[src/mavf_pkg.sv]
// Package for the moving-average / exponential-smoothing filter.
// Holds shared defaults, register codes, the control FSM type and the smoother request struct.
// No dependencies.
package mavf_pkg;

    localparam int WINDOW_MAX_DEF  = 64;
    localparam int SAMPLE_BITS_DEF = 16;

    localparam int CFG_INDEX_W = 2;
    localparam int CFG_DATA_W  = 17;
    localparam int WLEN_REG_W  = 7;
    localparam int ALPHA_W     = 17;
    localparam int Q16_BITS    = 16;

    localparam logic [ALPHA_W-1:0] ONE_Q16  = 17'h10000;
    localparam logic [ALPHA_W-1:0] HALF_Q16 = 17'h08000;

    localparam logic MODE_MAVG   = 1'b0;
    localparam logic MODE_SMOOTH = 1'b1;

    typedef enum logic [CFG_INDEX_W-1:0] {
        REG_FILTER_MODE      = 2'd0,
        REG_WINDOW_LENGTH    = 2'd1,
        REG_SMOOTHING_FACTOR = 2'd2
    } cfg_reg_t;

    typedef enum logic [1:0] {
        ST_IDLE,
        ST_SUM,
        ST_DIV,
        ST_OUT
    } state_t;

    typedef struct packed {
        logic               valid;
        logic               first;
        logic [ALPHA_W-1:0] alpha;
    } smooth_req_t;

endpackage

[src/mavf_dline_ram.sv]
// Delay-line memory: one write port and one read port, registered read data.
// Depends on nothing.
module mavf_dline_ram #(
    parameter int DEPTH = 64,
    parameter int WIDTH = 16
) (
    input  logic                     aclk,
    input  logic                     wr_en,
    input  logic [$clog2(DEPTH)-1:0] wr_addr,
    input  logic [WIDTH-1:0]         wr_data,
    input  logic                     rd_en,
    input  logic [$clog2(DEPTH)-1:0] rd_addr,
    output logic [WIDTH-1:0]         rd_data
);

    logic [WIDTH-1:0] mem [DEPTH];

    always_ff @(posedge aclk) begin
        if (wr_en) begin
            mem[wr_addr] <= wr_data;
        end
    end

    always_ff @(posedge aclk) begin
        if (rd_en) begin
            rd_data <= mem[rd_addr];
        end
    end

endmodule

[src/mavf_div.sv]
// Restoring unsigned divider, one quotient bit per cycle.
// Depends on nothing.
module mavf_div #(
    parameter int NUM_W = 23,
    parameter int DEN_W = 8
) (
    input  logic             aclk,
    input  logic             aresetn,
    input  logic             start,
    input  logic [NUM_W-1:0] num,
    input  logic [DEN_W-1:0] den,
    output logic             busy,
    output logic [NUM_W-1:0] quot
);

    localparam int CNT_W = $clog2(NUM_W + 1);

    logic [NUM_W-1:0] num_reg;
    logic [DEN_W-1:0] den_reg;
    logic [DEN_W-1:0] rem_reg;
    logic [CNT_W-1:0] cnt_reg;
    logic             busy_reg;
    logic [DEN_W:0]   rem_shift;
    logic             ge;
    logic [DEN_W:0]   rem_sub;

    always_comb begin
        rem_shift = {rem_reg, num_reg[NUM_W-1]};
        ge        = rem_shift >= {1'b0, den_reg};
        rem_sub   = rem_shift - {1'b0, den_reg};
    end

    always_ff @(posedge aclk) begin
        if (!aresetn) begin
            busy_reg <= 1'b0;
        end else if (start) begin
            busy_reg <= 1'b1;
        end else if (busy_reg && cnt_reg == CNT_W'(1)) begin
            busy_reg <= 1'b0;
        end
    end

    always_ff @(posedge aclk) begin
        if (start) begin
            num_reg <= num;
            den_reg <= den;
            rem_reg <= '0;
            cnt_reg <= CNT_W'(NUM_W);
        end else if (busy_reg) begin
            rem_reg <= ge ? rem_sub[DEN_W-1:0] : rem_shift[DEN_W-1:0];
            num_reg <= {num_reg[NUM_W-2:0], ge};
            cnt_reg <= cnt_reg - CNT_W'(1);
        end
    end

    assign busy = busy_reg;
    assign quot = num_reg;

endmodule

[src/mavf_smooth.sv]
// First-order exponential smoother with a Q16 fractional accumulator.
// Depends on mavf_pkg.
module mavf_smooth #(
    parameter int SAMPLE_BITS = 16
) (
    input  logic                          aclk,
    input  logic                          aresetn,
    input  mavf_pkg::smooth_req_t         req,
    input  logic signed [SAMPLE_BITS-1:0] sample,
    output logic signed [SAMPLE_BITS-1:0] smoothed
);
    import mavf_pkg::*;

    localparam int ACC_W = SAMPLE_BITS + Q16_BITS;
    localparam int D_W   = ACC_W + 1;
    localparam int P_W   = D_W + ALPHA_W + 1;

    logic signed [ACC_W-1:0] acc_reg;
    logic signed [D_W-1:0]   diff_reg;
    logic        [ALPHA_W-1:0] alpha_reg;
    logic signed [P_W-1:0]   prod_reg;
    logic        [1:0]       stage_reg;
    logic signed [ACC_W-1:0] sample_q16;
    logic signed [P_W-1:0]   prod_rnd;
    logic signed [ACC_W:0]   acc_rnd;

    always_comb begin
        sample_q16 = signed'({sample, {Q16_BITS{1'b0}}});
        prod_rnd   = prod_reg + P_W'(HALF_Q16);
        acc_rnd    = (ACC_W + 1)'(acc_reg) + (ACC_W + 1)'(HALF_Q16);
    end

    always_ff @(posedge aclk) begin
        if (!aresetn) begin
            stage_reg <= '0;
            acc_reg   <= '0;
        end else begin
            stage_reg <= {stage_reg[0], req.valid && !req.first};
            if (req.valid && req.first) begin
                acc_reg <= sample_q16;
            end else if (stage_reg[1]) begin
                acc_reg <= acc_reg + ACC_W'(prod_rnd >>> Q16_BITS);
            end
        end
    end

    always_ff @(posedge aclk) begin
        if (req.valid) begin
            diff_reg  <= D_W'(sample_q16) - D_W'(acc_reg);
            alpha_reg <= req.alpha;
        end
        if (stage_reg[0]) begin
            prod_reg <= signed'({1'b0, alpha_reg}) * diff_reg;
        end
    end

    assign smoothed = acc_rnd[SAMPLE_BITS+Q16_BITS-1:Q16_BITS];

endmodule

[src/moving_average_or_first_order_filter.sv]
// Top level of the moving-average / exponential-smoothing stream filter.
// Depends on mavf_pkg, mavf_dline_ram, mavf_div and mavf_smooth.
//
// One filtered sample leaves for every sample taken, and one request is
// worked on at a time. The next request can be taken in the same cycle
// that the result becomes valid. A request sums n delay-line entries
// (the window length, or fewer early in a record) and then runs the
// serial divider over NUM_W = SAMPLE_BITS + clog2(WINDOW_MAX) + 1 bits.
// The single read port of the delay-line memory sets the summing time,
// the one-bit-per-cycle divider the rest. A result left waiting on
// m_tready holds the following request until it is taken. Both filters
// update on every sample; filter_mode only picks which one drives the
// output.
module moving_average_or_first_order_filter #(
    parameter int WINDOW_MAX  = mavf_pkg::WINDOW_MAX_DEF,
    parameter int SAMPLE_BITS = mavf_pkg::SAMPLE_BITS_DEF
) (
    input  logic                                  aclk,
    input  logic                                  aresetn,
    input  logic                                  s_tvalid,
    output logic                                  s_tready,
    input  logic [((SAMPLE_BITS+7)/8)*8-1:0]      s_tdata,   // sample
    input  logic                                  s_tuser,   // start_of_record
    output logic                                  m_tvalid,
    input  logic                                  m_tready,
    output logic [((SAMPLE_BITS+7)/8)*8-1:0]      m_tdata,   // filtered
    input  logic                                  cfg_wr_en,
    input  logic [mavf_pkg::CFG_INDEX_W-1:0]      cfg_index,
    input  logic [mavf_pkg::CFG_DATA_W-1:0]       cfg_wdata
);
    import mavf_pkg::*;

    localparam int TDATA_W = ((SAMPLE_BITS + 7) / 8) * 8;
    localparam int PTR_W   = $clog2(WINDOW_MAX);
    localparam int WLEN_W  = $clog2(WINDOW_MAX + 1);
    localparam int SUM_W   = SAMPLE_BITS + $clog2(WINDOW_MAX);
    localparam int NUM_W   = SUM_W + 1;
    localparam int DEN_W   = WLEN_W + 1;

    state_t state_reg, state_next;

    logic                   mode_reg;
    logic [WLEN_REG_W-1:0]  wlen_reg;
    logic [ALPHA_W-1:0]     alpha_reg;

    logic [PTR_W-1:0]       wp_reg;
    logic [WLEN_W-1:0]      filled_reg;
    logic [WLEN_W-1:0]      n_reg;
    logic [WLEN_W-1:0]      issue_cnt_reg;
    logic [PTR_W-1:0]       rd_addr_reg;
    logic                   rd_vld_reg;
    logic signed [SUM_W-1:0] sum_reg;
    logic                   neg_reg;
    logic                   m_tvalid_reg;
    logic [SAMPLE_BITS-1:0] m_tdata_reg;

    logic                   take;
    logic                   rd_en;
    logic                   div_start;
    logic                   out_load;

    logic signed [SAMPLE_BITS-1:0] sample;
    logic [31:0]            wlen_ext;
    logic [WLEN_W-1:0]      w_eff;
    logic [WLEN_W-1:0]      filled_eff;
    logic [WLEN_W-1:0]      filled_new;
    logic [WLEN_W-1:0]      n_calc;
    logic [PTR_W-1:0]       wp_inc;
    logic [PTR_W-1:0]       rd_addr_dec;
    logic [ALPHA_W-1:0]     alpha_sat;
    logic [SUM_W-1:0]       sum_mag;
    logic [NUM_W-1:0]       div_num;
    logic [DEN_W-1:0]       div_den;
    logic                   div_busy;
    logic [NUM_W-1:0]       div_quot;
    logic [NUM_W-1:0]       q_signed;
    logic [SAMPLE_BITS-1:0] rd_data;
    logic signed [SAMPLE_BITS-1:0] smoothed;
    smooth_req_t            smooth_req;

    assign sample = s_tdata[SAMPLE_BITS-1:0];

    always_comb begin
        wlen_ext = 32'(wlen_reg);
        if (wlen_ext == 32'd0) begin
            w_eff = WLEN_W'(1);
        end else if (wlen_ext > 32'(WINDOW_MAX)) begin
            w_eff = WLEN_W'(WINDOW_MAX);
        end else begin
            w_eff = WLEN_W'(wlen_reg);
        end
        filled_eff = s_tuser ? '0 : filled_reg;
        filled_new = (filled_eff == WLEN_W'(WINDOW_MAX)) ? filled_eff
                                                          : filled_eff + WLEN_W'(1);
        n_calc      = (w_eff < filled_new) ? w_eff : filled_new;
        wp_inc      = (wp_reg == PTR_W'(WINDOW_MAX - 1)) ? '0 : wp_reg + PTR_W'(1);
        rd_addr_dec = (rd_addr_reg == '0) ? PTR_W'(WINDOW_MAX - 1)
                                          : rd_addr_reg - PTR_W'(1);
        alpha_sat   = (alpha_reg > ONE_Q16) ? ONE_Q16 : alpha_reg;
        sum_mag     = sum_reg[SUM_W-1] ? SUM_W'(-sum_reg) : SUM_W'(sum_reg);
        div_num     = {sum_mag, 1'b0} + NUM_W'(w_eff);
        div_den     = {w_eff, 1'b0};
        q_signed    = neg_reg ? (~div_quot + NUM_W'(1)) : div_quot;
    end

    // Next state.
    always_comb begin
        state_next = state_reg;
        case (state_reg)
            ST_IDLE: begin
                if (s_tvalid) state_next = ST_SUM;
            end
            ST_SUM: begin
                if (issue_cnt_reg == n_reg && !rd_vld_reg) state_next = ST_DIV;
            end
            ST_DIV: begin
                if (!div_busy) state_next = ST_OUT;
            end
            ST_OUT: begin
                if (!m_tvalid_reg || m_tready) state_next = ST_IDLE;
            end
            default: state_next = ST_IDLE;
        endcase
    end

    // FSM outputs.
    always_comb begin
        s_tready  = 1'b0;
        take      = 1'b0;
        rd_en     = 1'b0;
        div_start = 1'b0;
        out_load  = 1'b0;
        case (state_reg)
            ST_IDLE: begin
                s_tready = 1'b1;
                take     = s_tvalid;
            end
            ST_SUM: begin
                rd_en     = issue_cnt_reg != n_reg;
                div_start = issue_cnt_reg == n_reg && !rd_vld_reg;
            end
            ST_DIV: begin
            end
            ST_OUT: begin
                out_load = !m_tvalid_reg || m_tready;
            end
            default: begin
            end
        endcase
    end

    always_ff @(posedge aclk) begin
        if (!aresetn) begin
            state_reg    <= ST_IDLE;
            mode_reg     <= MODE_MAVG;
            wlen_reg     <= WLEN_REG_W'(1);
            alpha_reg    <= ONE_Q16;
            wp_reg       <= '0;
            filled_reg   <= '0;
            rd_vld_reg   <= 1'b0;
            m_tvalid_reg <= 1'b0;
        end else begin
            state_reg  <= state_next;
            rd_vld_reg <= rd_en;
            if (cfg_wr_en) begin
                case (cfg_index)
                    REG_FILTER_MODE:      mode_reg  <= cfg_wdata[0];
                    REG_WINDOW_LENGTH:    wlen_reg  <= cfg_wdata[WLEN_REG_W-1:0];
                    REG_SMOOTHING_FACTOR: alpha_reg <= cfg_wdata[ALPHA_W-1:0];
                    default: begin
                    end
                endcase
            end
            if (take) begin
                wp_reg     <= wp_inc;
                filled_reg <= filled_new;
            end
            if (out_load) begin
                m_tvalid_reg <= 1'b1;
            end else if (m_tready) begin
                m_tvalid_reg <= 1'b0;
            end
        end
    end

    always_ff @(posedge aclk) begin
        if (take) begin
            n_reg         <= n_calc;
            issue_cnt_reg <= '0;
            rd_addr_reg   <= wp_reg;
            sum_reg       <= '0;
        end else begin
            if (rd_en) begin
                rd_addr_reg   <= rd_addr_dec;
                issue_cnt_reg <= issue_cnt_reg + WLEN_W'(1);
            end
            if (rd_vld_reg) begin
                sum_reg <= sum_reg + SUM_W'(signed'(rd_data));
            end
        end
        if (div_start) begin
            neg_reg <= sum_reg[SUM_W-1];
        end
        if (out_load) begin
            m_tdata_reg <= (mode_reg == MODE_SMOOTH) ? smoothed
                                                     : q_signed[SAMPLE_BITS-1:0];
        end
    end

    assign smooth_req = '{valid: take, first: (filled_eff == '0), alpha: alpha_sat};

    mavf_dline_ram #(
        .DEPTH (WINDOW_MAX),
        .WIDTH (SAMPLE_BITS)
    ) u_dline (
        .aclk    (aclk),
        .wr_en   (take),
        .wr_addr (wp_reg),
        .wr_data (sample),
        .rd_en   (rd_en),
        .rd_addr (rd_addr_reg),
        .rd_data (rd_data)
    );

    mavf_div #(
        .NUM_W (NUM_W),
        .DEN_W (DEN_W)
    ) u_div (
        .aclk    (aclk),
        .aresetn (aresetn),
        .start   (div_start),
        .num     (div_num),
        .den     (div_den),
        .busy    (div_busy),
        .quot    (div_quot)
    );

    mavf_smooth #(
        .SAMPLE_BITS (SAMPLE_BITS)
    ) u_smooth (
        .aclk     (aclk),
        .aresetn  (aresetn),
        .req      (smooth_req),
        .sample   (sample),
        .smoothed (smoothed)
    );

    assign m_tvalid = m_tvalid_reg;
    assign m_tdata  = TDATA_W'(m_tdata_reg);

    a_accept_to_sum: assert property (@(posedge aclk) disable iff (!aresetn)
        (s_tvalid && s_tready) |=> (state_reg == ST_SUM))
        else $error("accepted request did not start the window sum");

    a_issue_bound: assert property (@(posedge aclk) disable iff (!aresetn)
        (state_reg == ST_SUM) |-> (issue_cnt_reg <= n_reg && n_reg != '0))
        else $error("delay-line reads overran the window");

    a_div_done_at_out: assert property (@(posedge aclk) disable iff (!aresetn)
        (state_reg == ST_OUT) |-> !div_busy)
        else $error("result loaded while divider still busy");

    a_filled_bound: assert property (@(posedge aclk) disable iff (!aresetn)
        filled_reg <= WLEN_W'(WINDOW_MAX))
        else $error("filled count above window maximum");

endmodule
[config.mk]
export PLATFORM = sky130hd
export DESIGN_NAME = moving_average_or_first_order_filter
export DESIGN_NICKNAME = d
export VERILOG_FILES = /design/src/mavf_pkg.sv /design/src/mavf_dline_ram.sv /design/src/mavf_div.sv /design/src/mavf_smooth.sv /design/src/moving_average_or_first_order_filter.sv
export SDC_FILE = /design/constraint.sdc
export NUM_CORES = 2
export LEC_CHECK = 0
export BUFFER_PORTS_ARGS = -buffer_cell sky130_fd_sc_hd__buf_2
export CAP_MARGIN = 10
export CELL_PAD_IN_SITES_DETAIL_PLACEMENT = 1
export CELL_PAD_IN_SITES_GLOBAL_PLACEMENT = 2
export CORE_MARGIN = 2
export CORE_UTILIZATION = 44
export CTS_CLUSTER_SIZE = 8
export DETAILED_ROUTE_END_ITERATION = 10
export GPL_TIMING_DRIVEN = 0
export HOLD_SLACK_MARGIN = 0.1
export MAX_ROUTING_LAYER = met4
export PLACE_DENSITY = 0.76
export SKIP_CTS_REPAIR_TIMING = 1
export SLEW_MARGIN = 10
export SYNTH_ARGS = -nofsm -noshare
export SYNTH_HDL_FRONTEND = slang
export SYNTH_SLANG_ARGS = --single-unit
[constraint.sdc]
create_clock -name aclk -period 18.1 [get_ports aclk]
set_clock_uncertainty 0.1 [all_clocks]
set_input_delay 1.81 -clock aclk [delete_from_list [all_inputs] [get_ports aclk]]
set_output_delay 1.81 -clock aclk [all_outputs]
set_load 0.01 [all_outputs]
==> Yosys cells after proc, flatten, opt, wreduce, memory -nomap -nowiden <==
Memories as Yosys holds them, arrays and structs flattened. A register that Yosys moved wholly into a read port is not among the register bits.
Index checks and enable logic that the tools add are counted.
{ "totals": {"reg_bits": 277, "inputBits": 41, "out_inout_bits": 18, "mem_bits_rw": 1024, "word_cells": 117, "memories": 1} }
{ "classes": {"eq_ne": 14, "reduce_logical": 23, "magnitude_cmp": 4, "n_bitwise": 2, "n_mux": 33, "add_sub_neg": 14, "multipliers": 1} }
{ "memory_table": {"columns": ["memory", "words", "width", "read_ports", "rd_ports_with_merged_regs", "wr", "line_no", "text"], "rows": [
  ["u_dline.mem", 64, 16, 1, 1, 1, "mavf_dline_ram.sv:16", "logic [WIDTH-1:0] mem [DEPTH];"]
]} }
{ "op_table": {"columns": ["op", "n"], "rows": [
  ["$mux W32", 2],
  ["$add A48 B16 Y48 const B", 1],
  ["$mul A18 B33 Y48", 1],
  ["$mux W23", 2],
  ["$mux W7", 5],
  ["$sub A32 B32 Y33", 1],
  ["$add A32 B17 Y32 const B", 1],
  ["$add A32 B32 Y32", 1],
  ["$mux W16", 2],
  ["$mux W6", 4],
  ["$add A23 B7 Y23", 1],
  ["$add A22 B16 Y22", 1],
  ["$mux W22", 1],
  ["$neg A22 Y22", 1],
  ["$gt A17 B17 Y1 const B", 1],
  ["$add A16 B1 Y16 const B", 1],
  ["$not A16 Y16", 1],
  ["$add A7 B1 Y7 const B", 2],
  ["$logic_not A7 Y1", 2],
  ["$mux W1", 11],
  ["$reduce_bool A2 Y1", 5],
  ["$ge A9 B8 Y1", 1],
  ["$mux W2", 4],
  ["$mux W8", 1],
  ["24 further kinds", 38]
]} }

==> Logic depth before layout (Yosys ltp) <==
{ "logic_depth": {"ltp_word": 5, "depth_mapped": 25, "mapped_depth_nobuf": 24} }

==> By module <==
A second synthesis with hierarchy kept.
{ "hier_totals": {"cells_unflattened": 5596, "area_unflattened_um2": 74986.9} }
{ "modules_own_cells": {"columns": ["module", "cells_each", "seq_area_each_um2", "n_inst", "area_each_um2"], "rows": [
  ["mavf_dline_ram", 1829, 31230.0, 1, 40202.3],
  ["mavf_smooth", 2735, 3173.0, 1, 25365.6],
  ["moving_average_or_first_order_filter", 850, 2322.2, 1, 7189.4],
  ["mavf_div", 182, 1211.2, 1, 2229.6]
]} }

==> Worst setup path after synthesis <==
OpenSTA, ideal clock, no wires.
{ "synth_path": {"path_kind": "reg2reg", "start": "register u_smooth.diff_reg[15]", "end": "register u_smooth.prod_reg[45], data pin", "required_ns": 17.739, "period_less_slack_ns": 6.408, "t_arrival_ns": 6.047, "path_stages_with_launch": 23, "path_slack_ns": 11.692, "n_path_buf": 1, "setup_time_ns": 0.261, "cell_sequence": "edfxtp_1 > clkbuf_1 > and2_1 > fa_1 > inv_1 > fa_1 > fa_1 > inv_1 > fa_1 > fa_1 > inv_1 > fa_1 > inv_1 > ha_1 > nand4_1 > a211oi_1 > o311a_1 > nor3b_2 > o31a_2 > o211a_1 > o211ai_2 > a21oi_1 > a221o_1"} }
{ "synth_via": {"elab_chain_len": 1} }
{ "synth_rtl": {"columns": ["item", "line_no", "text"], "rows": [
  ["start, declared", "mavf_smooth.sv:19", "logic signed [D_W-1:0] diff_reg;"],
  ["start signal, assigned", "mavf_smooth.sv:49", "diff_reg <= D_W'(sample_q16) - D_W'(acc_reg);"],
  ["$mul A18 B33 Y48", "mavf_smooth.sv:53", "prod_reg <= signed'({1'b0, alpha_reg}) * diff_reg;"],
  ["end signal, assigned", "mavf_smooth.sv:53", null],
  ["end, declared", "mavf_smooth.sv:21", "logic signed [P_W-1:0] prod_reg;"]
]} }
No other way between the ends.
A chain may end at the register's enable or synchronous reset.

==> Worst setup path after layout <==
{ "layout_path": {"start": "register u_smooth.alpha_reg[7]", "end": "register u_smooth.prod_reg[47], data pin"} }
{ "layout_via": {"elab_chain_len": 1} }
{ "layout_rtl": {"columns": ["item", "line_no", "text"], "rows": [
  ["start, declared", "mavf_smooth.sv:20", "logic [ALPHA_W-1:0] alpha_reg;"],
  ["start signal, assigned", "mavf_smooth.sv:50", "alpha_reg <= req.alpha;"],
  ["$mul A18 B33 Y48", "mavf_smooth.sv:53", null]
]} }
No other way between the ends.

==> reports/metrics.yaml <==
clock_tree:
  cts_tree: "built"
  cts-root-buf: "clkbuf_16"
  cts_sinks: 1302
  clk-insertion-delay-late_ns: 0.80
  clkTransAtPathRegs_ns: 0.05
  clockBufferDepth: 3
  cts_buffers: 180
  h-tree-depth: 4
grt:
  gr-usage-met3_pct: 3.19
  grt_pass1_wl_um: 331000
  grt_max_degree: 67
  antenna_found_initial: 16
  busiest_layer: "met2"
  grtUsageTotal_pct: 27.5
  grt_use_met1_pct: 35.7
  grt_pass1_vias: 48200
  grt_overflow: 0
  grt.met2_usage_pct: 45.2
synth:
  synth.distinct_cells: 93
  synth_flop_cell: "edfxtp_1"
  yosysSeqAreaShare_pct: 51.3
  synth_edf_count: 1183
  synth_commonest_cells: "edfxtp_1 (1183), inv_1 (647), fa_1 (518), nand2_1 (456), mux4_2 (324)"
  synth_area_um2: 73900
  netlist.top_cell.by_area: "edfxtp_1"
  async_flop_share_pct: 0
  avgSynthCellArea_um2: 13.9
  synth_top_area_share_pct: 48.0
  synth_nets: 6089
  synth_area_leaders: "edfxtp_1 (48%), fa_1 (14%), mux4_2 (9.9%), ha_1 (3.6%), inv_1 (3.3%)"
  synth.most_common_cell: "edfxtp_1"
  synth-seq-cells: 1302
  syn-instance-count: 5316
  yosys_warnings: 0
outcome:
  outcome: "finished clean"
floorplan:
  io_pins: 59
  dieArea_um2: 171000
  die_y_um: 414
  fp-row-count: 150
  start_util_pct: 44.3
  core_area_um2: 167000
  die_w_um: 414
place:
  dp_slack_ns: 9.32
  routabilityCongestion: 0.878
  dp_cells: 7645
  hpwl_um: 163000
  port-buffer-count: 57
timing:
  slew_violations: 0
  rsz0062_at_grt: "no"
  setup_tns_ns: 0
  worstMarginPinSlew_ns: 1.26
  fin_crit_ns: 8.71
  timing.final.crit_share_pct: 48.1
  clock.fmax_mhz: 115
  hold_slack_ns: 0.377
  slew_headroom_pct: 15.7
  hold_viol_final: 0
  setup_viol: 0
  setup_slack_ns: 9.39
detailed_routing:
  drtIter0Drc: 3611
  wl_um: 223000
  wire_per_inst_um: 28.3
  dr.pass1.iters: 6
  viasPerCell: 5.66
  drc: 0
  vias: 44700
  antenna_left: 0
final_layout:
  finalNetCount: 6396
  fin_cells: 7895
  area_growth_pct: 12.6
  largest_register_ffs: 1024
  drive_gt1_share_pct: 13.7
critical_path:
  endpoint_kind: "flop"
  critPathRequiredTime_ns: 18.48
  arrival_ns: 9.09
  start_kind: "flop"
  cp_max_fo: 10
  crit_type: "reg2reg"
flow_run:
  maxCapViolations: 0
min_path:
  hp-class: "reg2reg"
==> stage by stage <==
| stage | util (%) | instance area, um2 |
|---|---|---|
| after floorplan | - | 73900 |
| after global placement | 46.1 | 77000 |
| after detailed placement | 46.8 | 78200 |
| after CTS | 49.8 | 83200 |
| after global routing | 49.8 | 83200 |
| final | 49.8 | 83200 |
==> worst paths after layout <==
check,from,cells past startpoint,slack (ns),end
max,u_smooth.alpha_reg[7],22,9.39,u_smooth.prod_reg[47]
min,alpha_reg[1],2,0.38,alpha_reg[1]
min reg2reg,alpha_reg[1],2,0.38,alpha_reg[1]
max reg2reg,u_smooth.alpha_reg[7],22,9.39,u_smooth.prod_reg[47]
==> layout make-up <==
cell class,count,area (um2)
fill,16500,83800
sequential,1302,37900
multi-input combinational,3135,32900
clock buffer,234,4790
tap,2204,2760
inverter,649,2440
timing repair buffer,125,1350
buffer,230,915
clock inverter,11,206
antenna,5,12.5
==> per-layer routing <==
layer / vias to the layer above / routed length (um)
met5: - / 0
met2: 1464 / 111000
li1: 19300 / -
met4: 0 / 8150
met1: 23700 / 92200
met3: 351 / 11700
==> layout by cell type, fill, tap and decap left out, drive strengths merged, types with 119 or more instances in the layout <==
cell	n
a21oi	128
and2	317
buf	171
clkbuf	418
dfxtp	119
edfxtp	1183
fa	518
ha	214
inv	653
mux4	324
nand2	456
nor2	217
xnor2	157
==> worst max-delay path, cell delays in order, from the launching register on <==
cell,delay (ns)
edfxtp_1,0.74
clkbuf_1,0.74
and2_1,0.26
fa_1,0.43
inv_1,0.08
fa_1,0.45
fa_1,0.51
inv_1,0.06
fa_1,0.50
fa_1,0.51
inv_1,0.05
fa_1,0.61
inv_1,0.08
ha_1,0.39
nand4_1,0.15
a211oi_1,0.40
o311a_1,0.32
nor3b_2,0.10
o31a_2,0.41
o211a_1,0.35
o211ai_2,0.27
a21oi_1,0.10
nor4bb_1,0.75
==> cells by family after synthesis <==
group | count (synthesis) | synth area share (%)
and+or+nand+nor | 1289 | 8.68
buffers and inverters | 879 | 4.52
AOI/OAI and AO/OA | 488 | 4.30
DFF | 1302 | 51.3
adders and majority gates | 732 | 17.6
xor gates and xnor gates | 233 | 2.78
muxes | 393 | 10.8
Power is left out: the tool's default activity adds up to more than one toggle a clock period on the data nets, which glitch-free logic cannot reach.
